## src/rtl/graph_partition_vote_and_migrate_macros.svh

```systemverilog
// assertion macros for the partition vote and migrate block
`ifndef GRAPH_PARTITION_VOTE_AND_MIGRATE_MACROS_SVH
`define GRAPH_PARTITION_VOTE_AND_MIGRATE_MACROS_SVH

// condition must hold at every edge outside reset
`define GPVM_ASSERT(lbl, expr, msg) \
  lbl: assert property (@(posedge clk) disable iff (rst) (expr)) else $error(msg);

// same-cycle implication
`define GPVM_ASSERT_IMP(lbl, ante, cons, msg) \
  lbl: assert property (@(posedge clk) disable iff (rst) (ante) |-> (cons)) \
    else $error(msg);

// next-cycle implication
`define GPVM_ASSERT_NXT(lbl, ante, cons, msg) \
  lbl: assert property (@(posedge clk) disable iff (rst) (ante) |=> (cons)) \
    else $error(msg);

`endif

```

## src/rtl/gpvm_pkg.sv

```systemverilog
`timescale 1ns / 1ps
package gpvm_pkg;

  localparam int PART_W       = 4;
  localparam int NUM_PARTS    = 1 << PART_W;
  localparam int PAIR_W       = 2 * PART_W;
  localparam int PAIR_DEPTH   = NUM_PARTS * NUM_PARTS;
  localparam int MAX_VERTICES = 4096;
  localparam int VID_W        = $clog2(MAX_VERTICES);
  localparam int NUM_W        = 12;
  localparam int CNT_W        = NUM_W + 1;
  localparam int BLOCK_SIZE   = 16;
  localparam int BLK_W        = $clog2(BLOCK_SIZE);
  localparam int ACT_W        = 2;

  typedef logic [CNT_W-1:0]  cnt_t;
  typedef logic [PART_W-1:0] part_t;
  typedef logic [NUM_W-1:0]  num_t;

  localparam cnt_t CNT_MAX = '1;
  localparam num_t NUM_MAX = '1;

  localparam logic [ACT_W-1:0] ACT_VOTE    = ACT_W'(0);
  localparam logic [ACT_W-1:0] ACT_FINISH  = ACT_W'(1);
  localparam logic [ACT_W-1:0] ACT_MIGRATE = ACT_W'(2);
  localparam logic [ACT_W-1:0] ACT_NEW     = ACT_W'(3);

  typedef struct packed {
    logic latch;
    logic vote;
    logic clear;
    logic scan_init;
    logic scan_step;
    logic fin_rd;
    logic fin_upd;
    logic mig_rda;
    logic mig_rdb;
    logic mig_cmp;
    logic mig_fill;
    logic load_out;
  } ctl_cmd_t;

  typedef struct packed {
    logic scan_last;
    logic out_free;
  } ctl_sts_t;

  function automatic cnt_t sat_inc(input cnt_t v);
    return (v == CNT_MAX) ? v : v + cnt_t'(1);
  endfunction

  function automatic num_t clamp_num(input cnt_t v);
    return v[CNT_W-1] ? NUM_MAX : v[NUM_W-1:0];
  endfunction

endpackage

```

## src/rtl/gpvm_ctrl.sv

```systemverilog
`timescale 1ns / 1ps
module gpvm_ctrl import gpvm_pkg::*; (
  input  logic             clk,
  input  logic             rst,
  input  logic             in_valid,
  input  logic [ACT_W-1:0] action,
  input  ctl_sts_t         sts,
  output logic             in_stall,
  output ctl_cmd_t         cmd
);

  localparam logic [3:0] S_IDLE   = 4'd0;
  localparam logic [3:0] S_FSTART = 4'd1;
  localparam logic [3:0] S_FSCAN  = 4'd2;
  localparam logic [3:0] S_FRD    = 4'd3;
  localparam logic [3:0] S_FUPD   = 4'd4;
  localparam logic [3:0] S_MRDA   = 4'd5;
  localparam logic [3:0] S_MRDB   = 4'd6;
  localparam logic [3:0] S_MCMP   = 4'd7;
  localparam logic [3:0] S_MFILL  = 4'd8;
  localparam logic [3:0] S_EMIT   = 4'd9;

  logic [3:0] state;
  logic [3:0] state_next;
  logic       accept;

  assign in_stall = (state != S_IDLE);
  assign accept   = in_valid && !in_stall;

  always_comb begin
    cmd        = '0;
    state_next = state;
    case (state)
      S_IDLE: begin
        if (accept) begin
          cmd.latch = 1'b1;
          case (action)
            ACT_VOTE:    cmd.vote = 1'b1;
            ACT_NEW:     cmd.clear = 1'b1;
            ACT_FINISH:  state_next = S_FSTART;
            ACT_MIGRATE: state_next = S_MRDA;
            default:     state_next = S_IDLE;
          endcase
        end
      end
      S_FSTART: begin
        cmd.scan_init = 1'b1;
        state_next    = S_FSCAN;
      end
      S_FSCAN: begin
        cmd.scan_step = 1'b1;
        if (sts.scan_last) begin
          state_next = S_FRD;
        end
      end
      S_FRD: begin
        cmd.fin_rd = 1'b1;
        state_next = S_FUPD;
      end
      S_FUPD: begin
        cmd.fin_upd = 1'b1;
        state_next  = S_EMIT;
      end
      S_MRDA: begin
        cmd.mig_rda = 1'b1;
        state_next  = S_MRDB;
      end
      S_MRDB: begin
        cmd.mig_rdb = 1'b1;
        state_next  = S_MCMP;
      end
      S_MCMP: begin
        cmd.mig_cmp = 1'b1;
        state_next  = S_MFILL;
      end
      S_MFILL: begin
        cmd.mig_fill = 1'b1;
        state_next   = S_EMIT;
      end
      S_EMIT: begin
        if (sts.out_free) begin
          cmd.load_out = 1'b1;
          state_next   = S_IDLE;
        end
      end
      default: state_next = S_IDLE;
    endcase
  end

  always_ff @(posedge clk) begin
    if (rst) begin
      state <= S_IDLE;
    end else begin
      state <= state_next;
    end
  end

endmodule

```

## config.mk

```make
export PLATFORM = sky130hd
export DESIGN_NAME = gpvm_ctrl
export DESIGN_NICKNAME = d
export VERILOG_FILES = /design/src/rtl/graph_partition_vote_and_migrate_macros.svh /design/src/rtl/gpvm_pkg.sv /design/src/rtl/gpvm_ctrl.sv
export SDC_FILE = /design/constraint.sdc
export NUM_CORES = 1
export LEC_CHECK = 0
export BUFFER_PORTS_ARGS = -buffer_cell sky130_fd_sc_hd__buf_2
export CAP_MARGIN = 20
export CORE_AREA = 2 2 39 41
export DETAILED_ROUTE_END_ITERATION = 10
export DIE_AREA = 0 0 41 43
export GPL_TIMING_DRIVEN = 0
export PLACE_DENSITY = 0.55
export SLEW_MARGIN = 20
export SYNTH_ARGS = -nofsm -noshare
export SYNTH_HDL_FRONTEND = slang
export SYNTH_SLANG_ARGS = --single-unit
```

## constraint.sdc

```tcl
create_clock -name clk -period 2.53 [get_ports clk]
set_input_delay 0.1265 -clock clk [delete_from_list [all_inputs] [get_ports clk]]
set_output_delay 0.1265 -clock clk [all_outputs]
set_load 0.005 [all_outputs]
```

==> flow_summary.json <==
{
  "cts-resized-gates": 0,
  "antenna_found_initial": 0,
  "insertion_delay_ns": 0.23,
  "cts.reportedPaths.clkPinSlew_ns": 0.04,
  "grt.overflow.total": 0,
  "tns_ns": 0,
  "boundaryPins": 20,
  "min_path_type": "in -> reg",
  "grt_usage_pct": 11.8,
  "core_mm2": 0.00138,
  "vias": 446,
  "ys_seq_area_share_pct": 20.2,
  "totalWireLength_um": 935,
  "rows": 14,
  "cts_buffers": 3,
  "regMostFlops": "state",
  "largest_registers": "state x4",
  "power.density_mw_per_mm2": 993,
  "root_buffer": "clkbuf_4",
  "drv_cap": 0,
  "ys_async_sr_fraction_pct": 0,
  "r2r_slack_ns": 1.19,
  "ctsHtreeMaxLevel": 1,
  "initialDrtViolationCount": 2,
  "critPathCaptureType": "primary output",
  "largest_register_ffs": 4,
  "critPathMaxFanout": 10,
  "hold_viol": 0,
  "placed_cell_area_um2": 512,
  "cp.required_ns": 2.40,
  "cts.sinks": 4,
  "grt_start_max_net_pins": 11,
  "arrival_ns": 1.37,
  "setup_violations": 0,
  "hpwl_um": 736,
  "syn-cell-area_um2": 397,
  "portBuffers": 19,
  "drive_above_1_share_pct": 35.1,
  "antenna_left": 0,
  "ff2ff_path_depth": 4,
  "fmax_ghz": 0.669,
  "layout_common_cells": "buf_2, nor2_1, dfxtp_1",
  "synth_cells": 55,
  "slew_violations": 0,
  "status": "finished, final reports clean",
  "fin_crit_sh_pct": 59.1,
  "globalplace.congestion": 0.729,
  "rsz0062_at_grt": "false",
  "irDropWorstVdd_v": 0.000385,
  "worst_slew_pin_slew_ns": 0.474,
  "holdBufCountCts": 0,
  "synthesis.nets": 65,
  "power_leakage_nw": 0.267,
  "cp-start-kind": "flop",
  "drc": 0,
  "hp-start": "rst",
  "start_util_pct": 28.7,
  "layout_min_cycle_time_ns": 1.50,
  "critical_path_class": "reg -> out",
  "viasPerCell": 4.80,
  "final_cell_area_um2": 534,
  "wl_per_cell_um": 10.1,
  "grt_pass1_vias": 392,
  "die_x_um": 41,
  "cts_setup_buffers": 0,
  "die-area_mm2": 0.00176,
  "synth.avg_cell_area_um2": 7.21,
  "grt_pass1_wl_mm": 1.47,
  "r2r-end": "state[0]",
  "ys_seq_elements": 4,
  "first_pass_iters": 3,
  "clock_path_buffers": 2,
  "max-slew-margin-rel_pct": 68.1,
  "fin_nets": 89,
  "antenna_cells": 0,
  "rr_startpoint": "state[1]",
  "worst_slack_ns": 1.03,
  "fill_cells": 167,
  "synth_edf_count": 0,
  "pre_cts_slack_ns": 1.19,
  "layout_commonest_cell": "buf_2",
  "ys_types": 29,
  "tritoncts": "built",
  "die_h_um": 43,
  "area_growth_pct": 34.7,
  "ys_dominant_reg_cell": "dfxtp_1",
  "yosysWarningCount": 0,
  "hold_path_depth": 2,
  "min_to": "state[3]",
  "skew_ns": 0.00245,
  "finish.utilization_pct": 38.6
}
## metal layers
metal,vias to the layer above,track usage [%],wire length (µm)
li1,238,-,-
met1,192,14.1,470
met2,16,19.1,399
met3,0,3.66,65
met4,0,4.00,0
met5,-,0,0
## metrics by stage
step / power (mW) / hold WS (ns) / instances
2_1_floorplan: 0.350 / 0.196 / 55
3_3_place_gp: 0.454 / 0.345 / 90
3_5_place_dp: 0.457 / 0.345 / 90
4_1_cts: 0.536 / 0.106 / 93
5_1_grt: 0.591 / 0.105 / 93
6_report: 0.531 / 0.107 / 93
## synthesized netlist by cell type (all sizes together) (2+ instances only)
library cell	number	area share (%)
ha	3	9.5
buf	2	2.5
a21oi	3	4.7
clkbuf	2	1.9
and3	2	3.2
nand2b	2	3.2
inv	3	2.8
o21ai	2	2.5
and2	2	3.2
nor4	2	4.7
nand2	3	2.8
nor2	9	8.5
nor3	3	3.8
dfxtp	4	20
xnor2	2	4.4
## final cells by class
cell class	instances	area (µm²)	share of cell area (%)
tap	16	20.0	3.75
buffer	4	17.5	3.28
multi-input combinational	44	288	53.9
timing repair buffer	19	95.1	17.8
inverter	3	11.3	2.11
clock buffer	3	22.5	4.22
sequential	4	80.1	15.0
## kinds of logic (layout without fill, tap and decap cells)
| group | Yosys count | after routing | share of synthesized area [%] |
|---|---|---|---|
| compound gates | 7 | 7 | 11.4 |
| xor+xnor | 2 | 2 | 4.42 |
| fa+ha+maj | 3 | 3 | 9.46 |
| buf+inv | 7 | 29 | 7.26 |
| flops | 4 | 4 | 20.2 |
| simple gates | 32 | 32 | 47.3 |
## worst max-delay path: stages (launching register included)
cell and delay, ns:
dfxtp_1 0.41, buf_2 0.25, nand2b_1 0.13, nor3b_1 0.20, buf_2 0.15
## report_power, final
group	internal (mW)	switching, mW
registers	0.0881	0.0290
logic	0.150	0.188
clock network	0.0529	0.0229
## worst max path at each step
| stage | startpoint | endpoint | slack, ns |
|---|---|---|---|
| final | state[0] | cmd[6] | 1.03 |
| after global routing | state[1] | cmd[7] | 0.91 |
| after CTS | state[1] | cmd[7] | 1.03 |
| after detailed placement | state[1] | state[0] | 1.19 |
| after global placement | state[1] | state[0] | 1.16 |
| after floorplan | state[0] | state[0] | 1.31 |
Power figures use the tool's default switching activity.
